## src/rtl/savs_pkg.sv

```systemverilog
package savs_pkg;

    localparam logic [3:0] CMD_PUSH  = 4'd0;
    localparam logic [3:0] CMD_PUSHV = 4'd1;
    localparam logic [3:0] CMD_POP   = 4'd2;
    localparam logic [3:0] CMD_DROP  = 4'd3;
    localparam logic [3:0] CMD_PEEK  = 4'd4;
    localparam logic [3:0] CMD_DUP   = 4'd5;
    localparam logic [3:0] CMD_ADD   = 4'd6;
    localparam logic [3:0] CMD_SUB   = 4'd7;
    localparam logic [3:0] CMD_DIV   = 4'd8;
    localparam logic [3:0] CMD_MUL   = 4'd9;
    localparam logic [3:0] CMD_EQ    = 4'd10;
    localparam logic [3:0] CMD_GT    = 4'd11;
    localparam logic [3:0] CMD_RDTOP = 4'd12;
    localparam logic [3:0] CMD_CLR   = 4'd13;

    localparam logic [2:0] ERR_OK   = 3'd0;
    localparam logic [2:0] ERR_VAR  = 3'd1;
    localparam logic [2:0] ERR_UND  = 3'd2;
    localparam logic [2:0] ERR_OVF  = 3'd3;
    localparam logic [2:0] ERR_DIV0 = 3'd4;

    typedef struct packed {
        logic start;
        logic div;
    } md_req_t;

endpackage

```

## src/rtl/savs_muldiv.sv

```systemverilog
module savs_muldiv import savs_pkg::*; #(
    parameter int DATA_WIDTH = 32
) (
    input  logic                  aclk,
    input  logic                  aresetn,
    input  md_req_t               req,
    input  logic [DATA_WIDTH-1:0] a,
    input  logic [DATA_WIDTH-1:0] b,
    output logic                  done,
    output logic [DATA_WIDTH-1:0] result
);

    localparam int DW = DATA_WIDTH;
    localparam int CW = $clog2(DW);

    logic          busy_reg, busy_next;
    logic          done_reg, done_next;
    logic          div_reg;
    logic          neg_reg;
    logic [CW-1:0] cnt_reg;
    logic [DW:0]   acc_reg, acc_next;
    logic [DW-1:0] x_reg, x_next;
    logic [DW-1:0] y_reg;
    logic [DW-1:0] res_reg;
    logic [DW:0]   trial;
    logic [DW:0]   diff;
    logic [DW-1:0] qfin;

    // one quotient bit or one partial product per cycle
    always_comb begin
        trial  = {acc_reg[DW-1:0], x_reg[DW-1]};
        diff   = trial - {1'b0, y_reg};
        qfin   = {x_reg[DW-2:0], ~diff[DW]};
        if (div_reg) begin
            acc_next = diff[DW] ? trial : diff;
            x_next   = qfin;
        end else begin
            acc_next = {1'b0, acc_reg[DW-1:0] + (y_reg[0] ? x_reg : '0)};
            x_next   = {x_reg[DW-2:0], 1'b0};
        end
        busy_next = busy_reg;
        done_next = 1'b0;
        if (req.start) begin
            busy_next = 1'b1;
        end else if (busy_reg && cnt_reg == CW'(DW - 1)) begin
            busy_next = 1'b0;
            done_next = 1'b1;
        end
    end

    always_ff @(posedge aclk) begin
        if (!aresetn) begin
            busy_reg <= 1'b0;
            done_reg <= 1'b0;
        end else begin
            busy_reg <= busy_next;
            done_reg <= done_next;
        end
    end

    always_ff @(posedge aclk) begin
        if (req.start) begin
            div_reg <= req.div;
            cnt_reg <= '0;
            acc_reg <= '0;
            if (req.div) begin
                neg_reg <= a[DW-1] ^ b[DW-1];
                x_reg   <= a[DW-1] ? -a : a;
                y_reg   <= b[DW-1] ? -b : b;
            end else begin
                neg_reg <= 1'b0;
                x_reg   <= a;
                y_reg   <= b;
            end
        end else if (busy_reg) begin
            cnt_reg <= cnt_reg + 1'b1;
            acc_reg <= acc_next;
            x_reg   <= x_next;
            y_reg   <= div_reg ? y_reg : {1'b0, y_reg[DW-1:1]};
            if (cnt_reg == CW'(DW - 1)) begin
                if (div_reg) begin
                    res_reg <= neg_reg ? -qfin : qfin;
                end else begin
                    res_reg <= acc_next[DW-1:0];
                end
            end
        end
    end

    assign done   = done_reg;
    assign result = res_reg;

    a_no_restart: assert property (@(posedge aclk) disable iff (!aresetn)
        busy_reg |-> !req.start) else $error("muldiv restarted while busy");
    a_done_after_busy: assert property (@(posedge aclk) disable iff (!aresetn)
        done_reg |-> $past(busy_reg)) else $error("done without work");
    a_done_idle: assert property (@(posedge aclk) disable iff (!aresetn)
        done_reg |-> !busy_reg) else $error("done while busy");

endmodule

```

## src/rtl/stack_alu_with_variable_store.sv

```systemverilog
// Stack ALU with a variable store. One command per request, one result per
// request. Plain commands read the stack memory and variable memory, decode
// and write back; add and sub likewise. Multiply and divide run in a shared
// shift-and-add / restoring divide unit between decode and write back. A
// request is taken only once the last one is written back. A stalled output
// holds the next request in write back. The stack top is cached in a
// register; the entry below it comes from the stack memory. A new request is
// taken while a result still waits on the output.
module stack_alu_with_variable_store import savs_pkg::*; #(
    parameter int STACK_DEPTH = 64,
    parameter int VAR_COUNT   = 16,
    parameter int DATA_WIDTH  = 32
) (
    input  logic        aclk,
    input  logic        aresetn,
    input  logic        s_tvalid,
    output logic        s_tready,
    input  logic [39:0] s_tdata,   // cmd[3:0], value[35:4], var_index[39:36]
    output logic        m_tvalid,
    input  logic        m_tready,
    output logic [47:0] m_tdata    // top_value, compare_flag, depth_now, error_code, pad
);

    localparam int DW  = DATA_WIDTH;
    localparam int AW  = (STACK_DEPTH > 1) ? $clog2(STACK_DEPTH) : 1;
    localparam int SPW = $clog2(STACK_DEPTH + 1);
    localparam int VW  = (VAR_COUNT > 1) ? $clog2(VAR_COUNT) : 1;

    localparam logic [1:0] ST_IDLE = 2'd0;
    localparam logic [1:0] ST_EX   = 2'd1;
    localparam logic [1:0] ST_MD   = 2'd2;
    localparam logic [1:0] ST_WB   = 2'd3;

    logic [DW-1:0]  stk_mem [STACK_DEPTH];
    logic [DW-1:0]  var_mem [VAR_COUNT];
    logic [DW-1:0]  stk_rd_reg;
    logic [DW-1:0]  var_rd_reg;

    logic [1:0]     state_reg, state_next;
    logic [SPW-1:0] sp_reg, sp_next;
    logic [DW-1:0]  top_reg, top_next;
    logic [VAR_COUNT-1:0] vld_reg, vld_next;
    logic [3:0]     cmd_reg;
    logic [DW-1:0]  val_reg;
    logic [3:0]     vi_reg;
    logic           m_valid_reg;
    logic [47:0]    m_data_reg;

    logic           in_fire;
    logic           wb_fire;
    logic [3:0]     in_cmd;
    logic [31:0]    in_value;
    logic [3:0]     in_vi;
    logic [VW-1:0]  vi_idx;
    logic           vok;
    logic           vvalid;
    logic           full;
    logic [2:0]     err;
    logic           flag;
    logic           do_push;
    logic           do_pop;
    logic           do_vwr;
    logic [DW-1:0]  push_val;
    logic [DW-1:0]  nxt;
    md_req_t        md_req;
    logic           md_done;
    logic [DW-1:0]  md_res;

    assign in_cmd   = s_tdata[3:0];
    assign in_value = s_tdata[35:4];
    assign in_vi    = s_tdata[39:36];
    assign s_tready = (state_reg == ST_IDLE);
    assign in_fire  = s_tvalid && s_tready;
    assign wb_fire  = (state_reg == ST_WB) && (!m_valid_reg || m_tready);

    assign vi_idx = VW'(vi_reg);
    assign vok    = 32'(vi_reg) < VAR_COUNT;
    assign vvalid = vok && vld_reg[vi_idx];
    assign full   = (sp_reg == SPW'(STACK_DEPTH));
    assign nxt    = stk_rd_reg;

    always_comb begin
        err      = ERR_OK;
        flag     = 1'b0;
        do_push  = 1'b0;
        do_pop   = 1'b0;
        do_vwr   = 1'b0;
        push_val = val_reg;
        case (cmd_reg)
            CMD_PUSH: begin
                if (full) err = ERR_OVF;
                else do_push = 1'b1;
            end
            CMD_PUSHV: begin
                push_val = var_rd_reg;
                if (!vvalid) err = ERR_VAR;
                else if (full) err = ERR_OVF;
                else do_push = 1'b1;
            end
            CMD_POP, CMD_PEEK: begin
                if (!vok) err = ERR_VAR;
                else if (sp_reg == '0) err = ERR_UND;
                else begin
                    do_vwr = 1'b1;
                    do_pop = (cmd_reg == CMD_POP);
                end
            end
            CMD_DROP: begin
                if (sp_reg == '0) err = ERR_UND;
                else do_pop = 1'b1;
            end
            CMD_RDTOP: begin
                if (sp_reg == '0) err = ERR_UND;
            end
            CMD_DUP: begin
                push_val = top_reg;
                if (sp_reg == '0) err = ERR_UND;
                else if (full) err = ERR_OVF;
                else do_push = 1'b1;
            end
            CMD_ADD, CMD_SUB, CMD_DIV, CMD_MUL: begin
                if (cmd_reg == CMD_ADD) push_val = top_reg + nxt;
                else if (cmd_reg == CMD_SUB) push_val = top_reg - nxt;
                else push_val = md_res;
                if (sp_reg < SPW'(2)) err = ERR_UND;
                else if (full) err = ERR_OVF;
                else if (cmd_reg == CMD_DIV && nxt == '0) err = ERR_DIV0;
                else do_push = 1'b1;
            end
            CMD_EQ, CMD_GT: begin
                if (sp_reg < SPW'(2)) err = ERR_UND;
                else if (cmd_reg == CMD_EQ) flag = (top_reg == nxt);
                else flag = ($signed(top_reg) > $signed(nxt));
            end
            default: begin
            end
        endcase
    end

    assign md_req.start = (state_reg == ST_EX) && (err == ERR_OK) &&
                          (cmd_reg == CMD_DIV || cmd_reg == CMD_MUL);
    assign md_req.div   = (cmd_reg == CMD_DIV);

    savs_muldiv #(.DATA_WIDTH(DW)) u_muldiv (
        .aclk    (aclk),
        .aresetn (aresetn),
        .req     (md_req),
        .a       (top_reg),
        .b       (nxt),
        .done    (md_done),
        .result  (md_res)
    );

    always_comb begin
        state_next = state_reg;
        sp_next    = sp_reg;
        top_next   = top_reg;
        vld_next   = vld_reg;
        case (state_reg)
            ST_IDLE: if (in_fire) state_next = ST_EX;
            ST_EX:   state_next = md_req.start ? ST_MD : ST_WB;
            ST_MD:   if (md_done) state_next = ST_WB;
            ST_WB: begin
                if (wb_fire) begin
                    state_next = ST_IDLE;
                    if (do_push) begin
                        sp_next  = sp_reg + 1'b1;
                        top_next = push_val;
                    end
                    if (do_pop) begin
                        sp_next  = sp_reg - 1'b1;
                        top_next = nxt;
                    end
                    if (do_vwr) vld_next[vi_idx] = 1'b1;
                    if (cmd_reg == CMD_CLR) begin
                        sp_next  = '0;
                        vld_next = '0;
                    end
                end
            end
            default: state_next = ST_IDLE;
        endcase
    end

    always_ff @(posedge aclk) begin
        if (!aresetn) begin
            state_reg   <= ST_IDLE;
            sp_reg      <= '0;
            vld_reg     <= '0;
            m_valid_reg <= 1'b0;
        end else begin
            state_reg <= state_next;
            sp_reg    <= sp_next;
            vld_reg   <= vld_next;
            if (wb_fire) m_valid_reg <= 1'b1;
            else if (m_tready) m_valid_reg <= 1'b0;
        end
    end

    always_ff @(posedge aclk) begin
        top_reg <= top_next;
        if (in_fire) begin
            cmd_reg <= in_cmd;
            val_reg <= DW'($signed(in_value));
            vi_reg  <= in_vi;
        end
        if (wb_fire) begin
            m_data_reg[31:0]  <= (sp_next == '0) ? 32'd0 : 32'($signed(top_next));
            m_data_reg[32]    <= flag;
            m_data_reg[39:33] <= 7'(sp_next);
            m_data_reg[42:40] <= err;
            m_data_reg[47:43] <= '0;
        end
    end

    // stack memory: read entry below top on request, write on push
    always_ff @(posedge aclk) begin
        if (wb_fire && do_push) stk_mem[AW'(sp_reg)] <= push_val;
        if (in_fire) stk_rd_reg <= stk_mem[AW'(sp_reg - SPW'(2))];
    end

    // variable memory
    always_ff @(posedge aclk) begin
        if (wb_fire && do_vwr) var_mem[vi_idx] <= top_reg;
        if (in_fire) var_rd_reg <= var_mem[VW'(in_vi)];
    end

    assign m_tvalid = m_valid_reg;
    assign m_tdata  = m_data_reg;

    a_sp_range: assert property (@(posedge aclk) disable iff (!aresetn)
        sp_reg <= SPW'(STACK_DEPTH)) else $error("stack pointer out of range");
    a_err_keeps_sp: assert property (@(posedge aclk) disable iff (!aresetn)
        wb_fire && err != ERR_OK |=> sp_reg == $past(sp_reg))
        else $error("stack changed on error");
    a_md_wait: assert property (@(posedge aclk) disable iff (!aresetn)
        state_reg == ST_MD && !md_done |=> state_reg == ST_MD)
        else $error("left multiply/divide wait early");
    a_one_result: assert property (@(posedge aclk) disable iff (!aresetn)
        wb_fire |=> state_reg == ST_IDLE && m_valid_reg)
        else $error("result not posted");

endmodule

```

## config.mk

```make
export PLATFORM = sky130hd
export DESIGN_NAME = stack_alu_with_variable_store
export DESIGN_NICKNAME = d
export VERILOG_FILES = /design/src/rtl/savs_pkg.sv /design/src/rtl/savs_muldiv.sv /design/src/rtl/stack_alu_with_variable_store.sv
export SDC_FILE = /design/constraint.sdc
export NUM_CORES = 2
export LEC_CHECK = 0
export BUFFER_PORTS_ARGS = -buffer_cell sky130_fd_sc_hd__buf_4
export CAP_MARGIN = 5
export CORE_MARGIN = 4
export CORE_UTILIZATION = 56
export DETAILED_ROUTE_END_ITERATION = 8
export HOLD_SLACK_MARGIN = 0.03
export PLACE_DENSITY_LB_ADDON = 0.3
export REMOVE_ABC_BUFFERS = 1
export SYNTH_ARGS = -nofsm -noshare
export SYNTH_HDL_FRONTEND = slang
export SYNTH_HIERARCHICAL = 1
export SYNTH_SLANG_ARGS = --single-unit
```

## constraint.sdc

```tcl
create_clock -name aclk -period 6.75 [get_ports aclk]
set_input_delay 0.3375 -clock aclk [delete_from_list [all_inputs] [get_ports aclk]]
set_output_delay 0.3375 -clock aclk [all_outputs]
set_load 0.02 [all_outputs]
```

=== Word-level counts from Yosys, hierarchy flattened ===
Memories as Yosys holds them, arrays and structs flattened. A register that Yosys moved wholly into a read port is not among the register bits.
Index checks and enable logic that the tools add are counted.

* Reduce and logical (&&, ||, !) cells: 32
* Bitwise operators: 6
* Equal/unequal tests: 23
* Mux-type cells: 68
* Order comparisons: 4
* Add/sub/neg operators: 11

{| class="wikitable"
|+ Operators by type and width
! kind !! count
|-
| 2-to-1 mux 32 bit || 20
|-
| negator 32 bit || 3
|-
| one-hot mux 32 bit (3 select lines) || 1
|-
| adder 32 bit || 2
|-
| 2-to-1 mux 7 bit || 5
|-
| subtractor 33 x 32 -> 33 bit || 1
|-
| equality test 32 bit || 1
|-
| greater-than comparator 32 bit || 1
|-
| zero test 32 bit || 1
|-
| 2-to-1 mux 16 bit || 2
|-
| subtractor 32 bit || 1
|-
| equality test 4 bit (second input constant) || 6
|-
| 2-to-1 mux 1 bit || 23
|-
| one-hot mux 3 bit (6 select lines) || 1
|-
| equality test 4 x 3 -> 1 bit (second input constant) || 4
|-
| bitwise OR 16 bit || 1
|-
| zero test 7 bit || 2
|-
| 2-to-1 mux 2 bit || 7
|-
| 2-to-1 mux 3 bit || 4
|-
| logical AND 1 bit || 9
|-
| AND reduction 3 bit || 3
|-
| equality test 4 x 2 -> 1 bit (second input constant) || 2
|-
| one-hot mux 2 bit (4 select lines) || 1
|-
| nonzero test 2 bit || 4
|-
| other kinds (28) || 39
|}

* Logic and storage cells: 166
* Register bits: 278
* Input port bits: 44
* Memories: 2
* Output and inout bits: 50
* RAM bits: 2560

{| class="wikitable"
|+ Memories
! memory !! depth !! bits a word !! read ports !! clocked after memory_dff !! wr ports !! RTL line !! RTL
|-
| stk_mem || 64 || 32 || 1 || 1 || 1 || stack_alu_with_variable_store.sv:34 || <nowiki>logic [DW-1:0] stk_mem [STACK_DEPTH];</nowiki>
|-
| var_mem || 16 || 32 || 1 || 1 || 1 || stack_alu_with_variable_store.sv:35 || <nowiki>logic [DW-1:0] var_mem [VAR_COUNT];</nowiki>
|}

=== Longest topological paths before layout ===
* Depth after elaboration: 12
* Gate-level depth with buffers: 18
* Gate-level depth less buffers: 15

=== Modules after synthesis ===
Netlist, hierarchy kept.

{| class="wikitable"
|+ By module, submodules not included
! module !! cells each !! instances !! area each (µm²)
|-
| stack_alu_with_variable_store || 5025 || 1 || 109601.4
|-
| savs_muldiv || 1385 || 1 || 11384.7
|}

=== Least setup slack after synthesis ===
No wires, ideal clock.

* Path type: register to register
* Start point: register sp_reg[0]
* End point: memory stk_mem[54][0] (netlist name), enable pin
* Data required time: 6.249 ns
* Period minus slack after synthesis: 6.891 ns
* Data arrival time: 6.390 ns
* Library setup time: 0.501 ns
* Cell stages (with the launch flop): 15
* Buffers on the path: 5
* Setup slack: -0.141 ns
* Cell sequence: dfxtp_1 clkbuf_1 clkbuf_1 buf_1 inv_1 ha_1 nor3b_2 nand3_1 o211ai_1 o211a_2 clkbuf_1 nor2_1 clkbuf_1 nand2_1 nor4_1

* Longest elaborated chain between the ends: 7
* Elaborated cells on any way between the ends: 12
* Those cells by class: order compare: 1; eq/ne: 1; mux: 8; reduce/logical: 2

{| class="wikitable"
|+ Ends and longest elaborated chain
! item !! RTL line !! RTL
|-
| from (decl) || stack_alu_with_variable_store.sv:40 || <nowiki>logic [SPW-1:0] sp_reg, sp_next;</nowiki>
|-
| from (signal assigned) || stack_alu_with_variable_store.sv:193 || <nowiki>sp_reg <= sp_next;</nowiki>
|-
| branches (longest 7 deep; another with < comparator 7 x 2 -> 1 bit) || - ||
|-
| to (decl) || stack_alu_with_variable_store.sv:34 ||
|}

Several ways; the timed one is not identified.

=== Worst setup path in the final report ===
* Start point: register sp_reg[1]
* End point: memory stk_mem[5][27] (netlist name), enable pin

The elaborated chain is that of the path after synthesis.

==> impl_metrics.yaml <==
hold_path:
  hold_path_depth: 1
  hold_path_class: "in2reg"
  min_to: "vi_idx[2]"
  hold_start: "s_tdata[38]"
die:
  coreArea_um2: 214800
  pin_count: 94
  dieHeight_um: 472.8
  start_util_pct: 56.32
  rows: 170
  fp.dieW_um: 472.8
  design.die.area_um2: 223500
cells_and_area:
  nFillCells: 14344
  multi_input_area_um2: 33770
  syn_to_final_growth_pct: 12.61
  drive_gt1_share_pct: 24.86
  final_area_um2: 136200
  top_register: "stk_mem"
  seq_area_um2: 86180
  largest_register_ffs: 2048
  final_nets: 6938
setup_path:
  required_ns: 7.40
  worst-path-buf-inv: 2
  path_cells: "inv_1 -> ha_1 -> nor3b_2 -> nand3_1 -> o211ai_1 -> o211ai_4 -> nand2_1 -> nor2_1 -> nand2_1 -> nor2_4 -> buf_4"
  critPathTopFamily: "simple AND/OR/NAND/NOR gates"
  worst_setup_path_end_kind: "flip-flop"
  reg2reg_to: "stk_mem[5][27]"
  worstSetupStartpointType: "flip-flop"
  r2r_cells: 11
  cp_slowest_cell: "nor2_4"
  cpPeakStageDelay_ns: 0.97
  crit_top_cell: "nand2_1"
  crit_path_max_fanout: 51
  crit-reg2reg-launch: "sp_reg[1]"
  r2r_slack_ns: 1.08
  worstPathArrival_ns: 6.32
  criticalPathCategory: "reg2reg"
yosys:
  synth_xor_area_share_pct: 1.245
  synth_edf_count: 2805
  synth.area.top_cells: "edfxtp_1 70%, mux4_2 16%, dfxtp_1 1.6%"
  syn_area_um2: 121000
  synth_flop_cell: "edfxtp_1"
  yosys-top-cells-count: "2805 x edfxtp_1, 836 x mux4_2, 380 x nor2_1"
  ys_seq_elements: 2902
  synth_seq_area_share_pct: 71.23
  async_reset_ff_share_pct: 0
  synth_top_family_by_area: "multiplexers"
  yosys.cell_types.count: 107
  muxShareOfSynthArea_pct: 15.79
  synth-compound-area-share_pct: 4.781
  yosysMostFrequentCell: "edfxtp_1"
  synth_fa_ha_area_share_pct: 1.555
  synth_warnings: 6
  synthSimpleGateAreaFrac_pct: 3.840
  synth_top_area_share_pct: 69.62
  synth_area_leader_cell: "edfxtp_1"
  syn-mean-instance-area_um2: 18.87
  synthCells: 6410
clock_network:
  cts.sinks: 2902
  path_clk_slew_ns: 0.06
  cts_tree: "done"
  numCtsBuffers: 304
  cts_root_buffer: "clkbuf_16"
  clk_latency_ns: 0.96
  cts-resized-gates: 0
  h-tree-depth: 5
  clockBufferDepth: 4
sta:
  hold_viol: 0
  rsz0062_at_grt: "no"
  max_slew_margin_pct: 13.17
  fin_crit_ns: 5.671
  worst_pin_slew_ns: 1.301
  finClkSkew_ns: 0.08129
  setup_viol: 0
  maxSlewViolCount: 0
  fin_crit_sh_pct: 84.02
  fmax_ghz: 0.1763
  tns_ns: 0
power_and_ir_drop:
  combPwrFrac_pct: 22.6
  power.switching_w: 0.01563
  seq_power_share_pct: 46.0
  swShare_pct: 30.94
  p_per_area_nw_per_um2: 370.9
  leakage_nw: 43.32
  peakVddDrop_mv: 0.3273
  clkPwrFrac_pct: 31.4
  internal-power_w: 0.03490
drt:
  drtPass1Iterations: 6
  detail-route-antenna-nets: 0
  drtIter0Drc: 9578
  wl_mm: 343.9
  drc: 0
  via_per_inst: 6.819
  detail_route.wl_per_cell_um: 35.04
  via_count: 66924
grt:
  antenna_found_initial: 30
  first_global_vias: 66159
  grt_overflow: 0
  grt_max_degree: 123
  grt_pass1_wl_mm: 492.8
  grt_use_total_pct: 30.98
job:
  drv_cap: 0
placement:
  gp_congestion: 0.9809
  postPlaceCellArea_um2: 126500
  io_buffers: 88
  place_hpwl_mm: 209.6
outcome:
  status: "finished, final reports clean"
==> power by group through the flow <==
stage | Combinational, W | Sequential, W | Clock, W
5_1_grt | 0.0120 | 0.0233 | 0.0169
3_5_place_dp | 0.0111 | 0.0236 | 0
4_1_cts | 0.0112 | 0.0232 | 0.0160
6_report | 0.0114 | 0.0233 | 0.0158
2_1_floorplan | 0.00691 | 0.0239 | 0
3_3_place_gp | 0.0110 | 0.0236 | 0
==> through the flow <==
stage | hold WS (ns) | cells | setup slack (ns) | util, % | power, W
floorplan | 0.4284 | 6081 | -27.60 | - | 0.03077
global placement | 0.4396 | 9235 | 1.301 | 58.90 | 0.03455
detailed placement | 0.4512 | 9235 | 1.218 | 58.90 | 0.03474
CTS | 0.06987 | 9798 | 1.086 | 63.38 | 0.05046
global route | 0.1009 | 9802 | 0.8806 | 63.40 | 0.05217
finish | 0.1154 | 9814 | 1.079 | 63.42 | 0.05053
==> cells in the final DEF (no fill, tap or decap), types with 58 or more instances in the layout <==
| cell | instances |
|---|---|
| ha_1 | 143 |
| xor2_1 | 73 |
| clkbuf_16 | 307 |
| o21ai_0 | 106 |
| xnor2_1 | 96 |
| nor2_1 | 304 |
| edfxtp_1 | 2805 |
| a21oi_1 | 282 |
| and2_1 | 63 |
| clkinv_1 | 64 |
| inv_1 | 134 |
| mux4_2 | 836 |
| buf_4 | 307 |
| nand2_1 | 204 |
| dfxtp_1 | 95 |
| nor2_4 | 74 |
| nor3_1 | 58 |
==> per-layer routing <==
layer / global-route usage [%] / vias up / routed length (um)
met5: 0 / - / 159
met4: 13.47 / 22 / 17810
met3: 6.097 / 784 / 32590
met2: 49.53 / 4138 / 166600
met1: 42.12 / 34929 / 126700
li1: - / 27051 / -
==> area by class of cell <==
cell class / instances / area share (%)
flip-flops and latches: 2902 / 63.26
clock inverters: 156 / 0.9478
well taps: 2838 / 2.606
repair buffers: 359 / 2.150
diodes: 14 / 0.02571
multi-input cells: 3029 / 24.78
clock buffers: 366 / 5.816
inverters: 150 / 0.4133
==> worst max-delay path by stage <==
stage,slack [ns],cells past startpoint,to,startpoint
detailed placement,1.22,11,stk_mem[7][26],sp_reg[1]
CTS,1.09,11,stk_mem[5][28],sp_reg[1]
global route,0.88,11,stk_mem[5][31],sp_reg[1]
finish,1.08,11,stk_mem[5][27],sp_reg[1]
global placement,1.30,11,stk_mem[7][27],sp_reg[1]
floorplan,-27.60,1,stk_mem[54][0],sp_reg[0]
==> kinds of logic (layout without fill, tap and decap cells) <==
logic type	Yosys count	in the layout
and+or+nand+nor	977	977
DFF	2902	2902
AOI/OAI and AO/OA	865	865
xor gates and xnor gates	172	172
other	1	19
muxes	862	862
adders and majority gates	148	148
buffers and inverters	483	1031
==> what timing repair did <==
action                                 in CTS  in global routing
setup buffers                               0                  0
hold buffers                               41                  0
endpoints found under the hold margin      48                  0
Power figures use the tool's default switching activity.
